`src/sv/ffha_pkg.sv`:
```
// Shared types, constants and controller commands for the first-fit heap allocator.
// No dependencies; every other file imports this package.
package ffha_pkg;

  localparam int HeapGranules = 4096;
  localparam int IdxW         = $clog2(HeapGranules);
  localparam int GranW        = IdxW + 1;
  localparam int HdrBytes     = 8;

  typedef logic [GranW-1:0] gran_t;

  typedef struct packed {
    gran_t next;
    gran_t size;
    logic  used;
  } hdr_t;

  typedef struct packed {
    logic        opcode;
    logic [31:0] request_bytes;
    logic [31:0] release_address;
  } req_t;

  typedef struct packed {
    logic [31:0] result_address;
    logic        done_ok;
    logic [15:0] free_byte_count;
  } rsp_t;

  localparam logic OP_ALLOC = 1'b0;
  localparam logic OP_FREE  = 1'b1;

  localparam logic CFG_HEAP_BASE  = 1'b0;
  localparam logic CFG_HEAP_BYTES = 1'b1;

  typedef enum logic [4:0] {
    CMD_IDLE, CMD_DECODE, CMD_SETUP0, CMD_SETUP1, CMD_SETUP2,
    CMD_ACHK, CMD_AWALK, CMD_AUNLINK, CMD_ASPLIT, CMD_AFINAL,
    CMD_FCHK, CMD_FREAD, CMD_PBSTART, CMD_PBTEST, CMD_PBREAD,
    CMD_PBMERGE, CMD_PBREADC, CMD_PBWRN, CMD_PBWRIT, CMD_FINISH
  } cmd_t;

  typedef struct packed {
    logic need_setup;
    logic is_free;
    logic achk_fail;
    logic walk_more;
    logic walk_fail;
    logic do_split;
    logic fchk_fail;
    logic fread_fail;
    logic pb_walk_done;
    logic pb_need_readc;
    logic pb_it_diff;
    logic out_free;
  } status_t;

endpackage

```
`src/sv/ffha_ctrl.sv`:
```
// Controller state machine of the heap allocator: sequences setup, list walks and writes.
// Depends on ffha_pkg for the command and status types.
module ffha_ctrl import ffha_pkg::*; (
  input  logic    clk,
  input  logic    rst,
  input  logic    req_valid,
  output logic    req_stall,
  input  status_t status,
  output cmd_t    cmd
);

  typedef enum logic [19:0] {
    S_IDLE    = 20'h00001, S_DECODE  = 20'h00002, S_SETUP0  = 20'h00004,
    S_SETUP1  = 20'h00008, S_SETUP2  = 20'h00010, S_ACHK    = 20'h00020,
    S_AWALK   = 20'h00040, S_AUNLINK = 20'h00080, S_ASPLIT  = 20'h00100,
    S_AFINAL  = 20'h00200, S_FCHK    = 20'h00400, S_FREAD   = 20'h00800,
    S_PBSTART = 20'h01000, S_PBTEST  = 20'h02000, S_PBREAD  = 20'h04000,
    S_PBMERGE = 20'h08000, S_PBREADC = 20'h10000, S_PBWRN   = 20'h20000,
    S_PBWRIT  = 20'h40000, S_FINISH  = 20'h80000
  } state_t;

  state_t state, state_next, pb_ret;

  assign req_stall = (state != S_IDLE);
  assign pb_ret    = status.is_free ? S_FINISH : S_AFINAL;

  // Next state
  always_comb begin
    state_next = state;
    case (state)
      S_IDLE:    if (req_valid) state_next = S_DECODE;
      S_DECODE: begin
        if (status.is_free) state_next = S_FCHK;
        else if (status.need_setup) state_next = S_SETUP0;
        else state_next = S_ACHK;
      end
      S_SETUP0:  state_next = S_SETUP1;
      S_SETUP1:  state_next = S_SETUP2;
      S_SETUP2:  state_next = S_ACHK;
      S_ACHK:    state_next = status.achk_fail ? S_FINISH : S_AWALK;
      S_AWALK: begin
        if (status.walk_more) state_next = S_AWALK;
        else if (status.walk_fail) state_next = S_FINISH;
        else state_next = S_AUNLINK;
      end
      S_AUNLINK: state_next = status.do_split ? S_ASPLIT : S_AFINAL;
      S_ASPLIT:  state_next = S_PBSTART;
      S_AFINAL:  state_next = S_FINISH;
      S_FCHK:    state_next = status.fchk_fail ? S_FINISH : S_FREAD;
      S_FREAD:   state_next = status.fread_fail ? S_FINISH : S_PBSTART;
      S_PBSTART: state_next = S_PBTEST;
      S_PBTEST:  state_next = status.pb_walk_done ? S_PBMERGE : S_PBREAD;
      S_PBREAD:  state_next = S_PBTEST;
      S_PBMERGE: state_next = status.pb_need_readc ? S_PBREADC : S_PBWRN;
      S_PBREADC: state_next = S_PBWRN;
      S_PBWRN:   state_next = status.pb_it_diff ? S_PBWRIT : pb_ret;
      S_PBWRIT:  state_next = pb_ret;
      S_FINISH:  if (status.out_free) state_next = S_IDLE;
      default:   state_next = S_IDLE;
    endcase
  end

  always_ff @(posedge clk) begin
    if (rst) state <= S_IDLE;
    else state <= state_next;
  end

  // Map state to datapath command
  always_comb begin
    case (state)
      S_IDLE:    cmd = CMD_IDLE;
      S_DECODE:  cmd = CMD_DECODE;
      S_SETUP0:  cmd = CMD_SETUP0;
      S_SETUP1:  cmd = CMD_SETUP1;
      S_SETUP2:  cmd = CMD_SETUP2;
      S_ACHK:    cmd = CMD_ACHK;
      S_AWALK:   cmd = CMD_AWALK;
      S_AUNLINK: cmd = CMD_AUNLINK;
      S_ASPLIT:  cmd = CMD_ASPLIT;
      S_AFINAL:  cmd = CMD_AFINAL;
      S_FCHK:    cmd = CMD_FCHK;
      S_FREAD:   cmd = CMD_FREAD;
      S_PBSTART: cmd = CMD_PBSTART;
      S_PBTEST:  cmd = CMD_PBTEST;
      S_PBREAD:  cmd = CMD_PBREAD;
      S_PBMERGE: cmd = CMD_PBMERGE;
      S_PBREADC: cmd = CMD_PBREADC;
      S_PBWRN:   cmd = CMD_PBWRN;
      S_PBWRIT:  cmd = CMD_PBWRIT;
      S_FINISH:  cmd = CMD_FINISH;
      default:   cmd = CMD_IDLE;
    endcase
  end

endmodule

```
`config.mk`:
```
export PLATFORM = sky130hd
export DESIGN_NAME = ffha_ctrl
export DESIGN_NICKNAME = d
export VERILOG_FILES = /design/src/sv/ffha_pkg.sv /design/src/sv/ffha_ctrl.sv
export SDC_FILE = /design/constraint.sdc
export NUM_CORES = 1
export LEC_CHECK = 0
export ABC_AREA = 1
export BUFFER_PORTS_ARGS = -buffer_cell sky130_fd_sc_hd__buf_4
export CAP_MARGIN = 10
export CORE_MARGIN = 2
export CORE_UTILIZATION = 29
export DETAILED_ROUTE_END_ITERATION = 16
export GPL_ROUTABILITY_DRIVEN = 0
export HOLD_SLACK_MARGIN = 0.03
export PLACE_DENSITY_LB_ADDON = 0.3
export SLEW_MARGIN = 30
export SYNTH_ARGS = -nofsm -noshare
export SYNTH_HDL_FRONTEND = slang
export SYNTH_SLANG_ARGS = --single-unit
```
`constraint.sdc`:
```
create_clock -name clk -period 2 [get_ports clk]
set_input_delay 0.1 -clock clk [delete_from_list [all_inputs] [get_ports clk]]
set_output_delay 0.1 -clock clk [all_outputs]
set_load 0.1 [all_outputs]
```
# After elaboration in Yosys (flattened, before gate mapping)
# Index checks and enable logic that the tools add are counted.
# op_classes
reduce_logical	2
mux	16
eq_ne	23
# op_table
op	n
20-bit one-hot mux with 19 select lines	1
20-bit 2-to-1 mux	9
5-bit one-hot mux with 19 select lines	1
20-bit by 1-bit == test with 1-bit output (second input constant)	1
20-bit by 10-bit == test with 1-bit output (second input constant)	1
20-bit by 11-bit == test with 1-bit output (second input constant)	1
20-bit by 12-bit == test with 1-bit output (second input constant)	1
20-bit by 13-bit == test with 1-bit output (second input constant)	1
20-bit by 14-bit == test with 1-bit output (second input constant)	1
20-bit by 15-bit == test with 1-bit output (second input constant)	1
20-bit by 16-bit == test with 1-bit output (second input constant)	1
20-bit by 17-bit == test with 1-bit output (second input constant)	1
20-bit by 18-bit == test with 1-bit output (second input constant)	1
20-bit by 19-bit == test with 1-bit output (second input constant)	1
20-bit by 2-bit == test with 1-bit output (second input constant)	1
20-bit == test (second input constant)	1
20-bit by 3-bit == test with 1-bit output (second input constant)	1
20-bit by 4-bit == test with 1-bit output (second input constant)	1
20-bit by 5-bit == test with 1-bit output (second input constant)	1
20-bit by 6-bit == test with 1-bit output (second input constant)	1
20-bit by 7-bit == test with 1-bit output (second input constant)	1
20-bit by 8-bit == test with 1-bit output (second input constant)	1
20-bit by 9-bit == test with 1-bit output (second input constant)	1
20-bit by 1-bit inequality test with 1-bit output (second input constant)	1
other kinds (8)	9
# word_totals
word_cells	42
regBits	20
inputBits	15
out_inout_bits	6

# Logic depth before layout (Yosys ltp)
# Gate-level depths: netlist of the first run.
# depth
depth_word	3
depth_mapped	13
depth_no_buf	13

# Worst setup path after synthesis of the first run
# No wires, ideal clock.
# synth_timing
path_kind	register to register
start	register state[15]
end	register state[0]
slack_ns	-0.188
stages_incl_launch_ff	10
path_buffers	0
setup_ns	0.059
arrival_ns	2.129
period_less_slack_ns	2.188
required_ns	1.941
cell_sequence	dfxtp_1 nor2_2 nand2_2 nor2_1 nand3_1 o21ai_2 inv_2 nand2_1 nand2_1 nand2_1
# synth_between
elab_chain_len	3
word_cells_on_any_way	25
cone_classes	eq/ne (22); mux (1); reduce/logical (2)
# synth_lines
item	line_no	rtl
start: declaration	ffha_ctrl.sv:22	state_t state, state_next, pb_ret;
start signal: assignment	ffha_ctrl.sv:65	else state <= state_next;
20-bit by 15-bit == test with 1-bit output, or another cell as far along	ffha_ctrl.sv:30	case (state)
2-bit OR reduction (no line) / 2-bit inequality test (equally long branches)	--	
20-bit one-hot mux with 19 select lines / 2-bit AND reduction (equally long branches)	--	
# Parallel ways exist; a longest one is shown, timed or not.
# A chain may end at the register's enable or synchronous reset.

# Worst setup path after layout of the first run
# layout_timing
start	register state[4]
end	output cmd[0]
# layout_between
elab_chain_len	2
word_cells_on_any_way	20
cone_classes	eq/ne (19); mux (1)
# layout_lines
item	line_no	rtl
20-bit == test, or another cell as far along	ffha_ctrl.sv:70	case (state)
5-bit one-hot mux with 19 select lines (*)	ffha_ctrl.sv:70	
end: declaration	ffha_ctrl.sv:9	output cmd_t cmd
# Every way passes the cells marked *; elsewhere a longest branch is shown, timed or not.

==> metrics.cfg, run 1 <==
[run_status]
status=finished clean

[drt]
drt_iter0_drc=73
met1Wirelength_mm=1.70
routed_wl_mm=3.33
drtAntennaViolNets=0
num_vias=1379
wl_per_cell_um=11.3
drt-pass1-iter-count=4
viasPerCell=4.69
drc_errors=0
wl_met2_mm=1.47
wl_met3_um=120
top_signal_layer_used=met4

[worst_setup_path]
max_stage_delay_ns=0.35
start_kind=flop
crit_path_top_delay_cell=dfxtp_1
worstPathArrival_ns=1.84
crit_chain=nor2_1 -> nand2_1 -> inv_1 -> nand2_2 -> nor2_4 -> o21ai_1 -> nand4_1 -> or2_2 -> buf_6
crit_type=flop to primary output
end_kind=primary output
cp_num_buf_inv=2
crit_required_ns=1.90
critical_path.top_delay_family=simple AND/OR/NAND/NOR gates
path_max_fanout=5

[grt]
overflow=0
grt_pass1_wl_mm=5.67
grt_max_degree=18
antenna_found_initial=0
grt.total_usage=0.143
grt_pass1_vias=1251

[finish]
final_cell_count_no_fill=294
top_register=state
fill_cells=486
post-route-util=0.394
syn_to_final_growth_pct=32.6
num-nets-final=258
top_regs=state (20)
drive_gt1_frac=0.248
antenna_cells=0
largest_reg_flops=20

[synth]
synthArstFlopShare=0
syn-num-nets=230
synth_edf_count=0
synthCells=215
postSynthAreaPerCell_um2=5.89
synth-seq-cells=20
synth_top_area_cell=dfxtp_1
synth_cell_types=25
synth_common_cells=nand2_1 (56), inv_1 (36), nor2_1 (31)
yosysSeqAreaShare=0.316
ys_warn_count=0
synth_area_um2=1270
synth_top_area_share=0.316
yosysMostFrequentCell=nand2_1
synth_flop_cell=dfxtp_1
synth.top_cells.by_area=dfxtp_1 (32%), nand2_1 (17%), inv_1 (11%), nor2_1 (9.2%), nor3_1 (7.1%)

[die]
io_pins=21
die_w_um=70.1
core_um2=4260
die_h_um=70.1
rows=24
dieArea_um2=4910
start_util=0.297

[placed_design]
hpwl_mm=2.68
io_buffer_count=20
place_inst=285

[pwr]
p_per_area_nw_per_um2=560
cellLeakagePower_nw=0.854
ir_worst_vdd_v=0.000408

[clock_tree]
ctsHtreeMaxLevel=1
cts_buffers=3
cts_sinks=20
cts_tree=done
clock-root-buffer=clkbuf_8
clkLatencyLatePin_ns=0.26
cts.reportedPaths.clkPinSlew_ns=0.08
clockBufferDepth=2

[timing]
fmax_ghz=0.516
hold_slack_ns=0.0893
worstMarginPinSlew_ns=0.360
drv_slew=0
setup-tns-final_ns=0
setup_violations=0
rsz0062_at_grt=true
min_period_ns=1.94
slew_headroom=0.758
hold_viol_final=0
final.period_utilization=0.968
clock_skew_ns=0.00317

[job]
drv_cap=0

[worst_hold_path]
holdCritPathClass=primary input to flop

==> layout make-up <==
cell class | count | area (µm²) | share of cell area
repair buffers | 25 | 239 | 0.142
inverters | 38 | 144 | 0.0857
flip-flops and latches | 20 | 410 | 0.244
well taps | 52 | 65.1 | 0.0387
clock buffers | 4 | 55.1 | 0.0328
multi-input cells | 155 | 766 | 0.456
==> layout by cell type, fill, tap and decap left out, drive strengths merged, types with 4 or more instances in the layout <==
cell         netlist  final
nor2              35     35
nand2             59     59
dlygate4sd3        0      4
nand3             12     12
o21ai             11     11
nor3              18     18
inv               37     37
clkbuf             1      4
dfxtp             20     20
a21oi              5      5
nand4              4      4
buf                1     21
==> per-layer routing <==
metal	global-route usage	vias to the layer above
li1	-	731
met1	0.204	614
met2	0.221	30
met3	0.0231	4
met4	0.0449	0
met5	0	-
==> logic make-up (layout without fill, tap and decap cells) <==
logic type | after synthesis | after routing | synth area share
and+or+nand+nor | 138 | 138 | 0.491
AOI/OAI and AO/OA | 17 | 17 | 0.0731
DFF | 20 | 20 | 0.316
buffers and inverters | 40 | 67 | 0.120
==> where the power goes <==
group	switching [W]	internal [W]
clock	0.000144	0.000175
sequential	0.00000439	0.000404
combinational	0.000140	0.0000725
==> worst reg2reg max path, delay by kind of cell (launching register included) <==
family        cells  cell delay, ns
simple gates      6            0.76
buf+inv           2            0.67
flops             1            0.34
==> repair_timing <==
item	4_1_cts	5_1_grt
hold buffers	4	0
hold endpoints to repair	3	0
setup endpoints to repair	4	4
resized for setup	7	27
gates cloned	0	0
setup buffers	0	1
pin swaps	0	2
==> final timing paths <==
kind	from	endpoint	slack [ns]	depth (start not counted)
hold reg to reg	state[1]	state[1]	0.53	2
setup reg to reg	state[18]	state[7]	0.17	8
setup / recovery	state[4]	cmd[0]	0.06	9
hold / removal	req_valid	state[1]	0.09	3
==> per-stage QoR <==
stage	worst slack (ns)	area, µm²	power [W]
global placement	0.205	1480	0.000604
global route	-0.0157	1680	0.000980
detailed placement	0.157	1480	0.000606
CTS	-0.00768	1600	0.000930
floorplan	0.00475	1280	0.000552
finish	0.0635	1680	0.000941
(Power assumes the default switching activity.)
==> run 2, diff against run 1 <==
==> constraint.sdc (replaced) <==
create_clock -name clk -period 2 [get_ports clk]
set_input_delay 0.3 -clock clk [delete_from_list [all_inputs] [get_ports clk]]
set_output_delay 0.3 -clock clk [all_outputs]
set_load 0.1 [all_outputs]
==> run 2 against run 1 <==
Compared with the run above: sequential cell count unchanged; hold slack improved by 0.093 ns; global-route usage increased by 2.0 points; combinational power increased by 16%; critical path type unchanged; clock skew decreased by 0.00054 ns; first-iteration DRC count decreased by 23%; clock-buffer cell count unchanged; core utilization increased by 5.7 points; cell area increased by 15%; non-clock buffer count increased by 9; the flow now finishes with violations (negative setup slack); sequential power about the same.
==> metrics.cfg, run 2 (synthesized netlist as in run 1, its figures left out) <==
[run_status]
status=finished, violations left
violations=negative setup slack

[pwr]
ir_worst_vdd_v=0.000268  ; -34%
clockPowerShare=0.330  ; -0.010
p_sw_w=0.000312  ; +8.2%
pwr-share-seq=0.417  ; -0.017
p_sw_frac=0.317  ; +0.0106
power.internal_w=0.000671  ; +3.0%
p_per_area_nw_per_um2=511  ; -8.7%
comb_power_share=0.252  ; +0.026
cellLeakagePower_nw=0.951  ; +11%

[timing]
fmax_ghz=0.495  ; -4.1%
worstMarginPinSlew_ns=0.407  ; +0.0472 ns
final.period_utilization=1.01  ; +0.0409
clock_skew_ns=0.00263  ; -0.000543 ns
setup_violations=1  ; +1
min_period_ns=2.02  ; +0.0818 ns
rsz0062_at_grt=true
drv_slew=0  ; unchanged
hold_viol_final=0  ; unchanged
slew_headroom=0.726  ; -0.0321
worst_slack_ns=-0.0183  ; -0.0818 ns

[finish]
largest_reg_flops=20  ; unchanged
syn_to_final_growth_pct=51.9
final_cell_count_no_fill=303  ; +3.1%
antenna_cells=0  ; unchanged
top_register=state
post-route-util=0.451  ; +0.0572
final_common_cell=nand2_1
final_cell_mix=nand2_1 (44), inv_1 (30), buf_4 (28), nor2_1 (23), nor3_1 (16)
drive_gt1_frac=0.406  ; +0.158
num-nets-final=267  ; +3.5%
top_regs=state (20)
fill_cells=458  ; -5.8%

[worst_setup_path]
crit_chain=nor2_1 -> nand2_1 -> inv_2 -> nand2_4 -> nor2_4 -> nand2_2 -> inv_2 -> nor3_2 -> nand4_1 -> buf_12
critical_path.top_delay_family=simple AND/OR/NAND/NOR gates
worstPathArrival_ns=1.72  ; -0.12 ns
crit_path_top_delay_cell=dfxtp_2
start_kind=flop
crit_required_ns=1.70  ; -0.20 ns
end_kind=primary output
max_stage_delay_ns=0.33  ; -0.02 ns
crit_top_cell=inv_2
cp_num_buf_inv=3  ; +1
crit_type=flop to primary output
rrSetupSlack_ns=0.37  ; +0.20 ns
path_max_fanout=4  ; -1

[drt]
num_vias=1461  ; +5.9%
drt-pass1-iter-count=4  ; unchanged
drt_iter0_drc=56  ; -23%
viasPerCell=4.82  ; +2.8%
drtAntennaViolNets=0  ; unchanged
top_signal_layer_used=met4
wl_per_cell_um=12.3  ; +8.8%
wl_met2_mm=1.91  ; +30%
drc_errors=0  ; unchanged
wl_met3_um=148  ; +23%
met1Wirelength_mm=1.59  ; -6.4%
routed_wl_mm=3.73  ; +12%

[clock_tree]
cts_sinks=20  ; unchanged
clockBufferDepth=2  ; unchanged
cts.reportedPaths.clkPinSlew_ns=0.08  ; about the same
ctsHtreeMaxLevel=1  ; unchanged
clkLatencyLatePin_ns=0.27  ; about the same
cts_tree=done
cts_buffers=3  ; unchanged
clock-root-buffer=clkbuf_8
cts_hold_buf=0  ; -4

[grt]
grt_pass1_vias=1410  ; +13%
grt_pass1_wl_mm=6.24  ; +10%
grt_max_degree=18  ; unchanged
grt.total_usage=0.163  ; +0.0195
antenna_found_initial=0  ; unchanged
overflow=0  ; unchanged

[placed_design]
hpwl_mm=2.75  ; +2.7%
place_inst=290  ; +1.8%
io_buffer_count=20  ; unchanged

[job]
drv_cap=0  ; unchanged

[die]
dieArea_um2=4910  ; unchanged
core_um2=4260  ; unchanged
io_pins=21  ; unchanged
rows=24  ; unchanged
die_h_um=70.1  ; unchanged
die_w_um=70.1  ; unchanged
start_util=0.297  ; unchanged

[worst_hold_path]
holdCritPathClass=primary input to flop

[run 2: repair_timing]
item / CTS / global route
pin swaps: 12 / 12
hold endpoints to repair: 0 / 0
endpoints found under the setup margin: 5 / 5
setup buffers: 4 / 5
gates resized for setup: 64 / 26
[run 2: final cells by class]
type,count,area (µm²),area share
Inverter,38,153,0.0794
Sequential cell,20,425,0.221
Multi-Input combinational cell,155,903,0.470
Tap cell,52,65.1,0.0338
Timing Repair Buffer,34,322,0.167
Clock buffer,4,55.1,0.0286
[run 2: worst reg2reg max path, cell delays in order, from the launching register on]
cell	delay [ns]
dfxtp_2	0.33
nor2_1	0.11
nand2_1	0.10
buf_4	0.15
nor2_1	0.15
nand3_1	0.13
buf_4	0.16
nor4_1	0.37
[run 2: worst paths after layout]
path	from	to	depth (start not counted)
setup / recovery	state[18]	cmd[1]	10
hold / removal	status[3]	state[14]	2
setup reg to reg	state[4]	state[10]	7
hold reg to reg	state[1]	state[1]	2
[run 2: layer usage]
metal | track usage | vias up
met5 | 0 | -
met4 | 0.0769 | 0
met3 | 0.0130 | 7
met2 | 0.288 | 29
met1 | 0.198 | 672
li1 | - | 753
[run 2: stage by stage]
step	cell area, µm²	setup WS [ns]	power, W	setup TNS [ns]	hold WS, ns
after floorplan	1290	-0.188	0.000555	-0.188	0.377
after global placement	1540	-0.0434	0.000617	-0.0863	0.471
after detailed placement	1540	-0.0365	0.000619	-0.0707	0.476
after CTS	1790	-0.00844	0.000968	-0.00950	0.184
after global routing	1920	-0.119	0.00102	-0.359	0.192
final	1920	-0.0183	0.000984	-0.0183	0.183
[run 2: power groups by stage]
stage                     registers [W]  logic, W  clock network, W
final                          0.000410  0.000248          0.000325
after global routing           0.000411  0.000268          0.000340
after CTS                      0.000412  0.000230          0.000326
after detailed placement       0.000418  0.000200                 0
after global placement         0.000418  0.000199                 0
after floorplan                0.000417  0.000138                 0
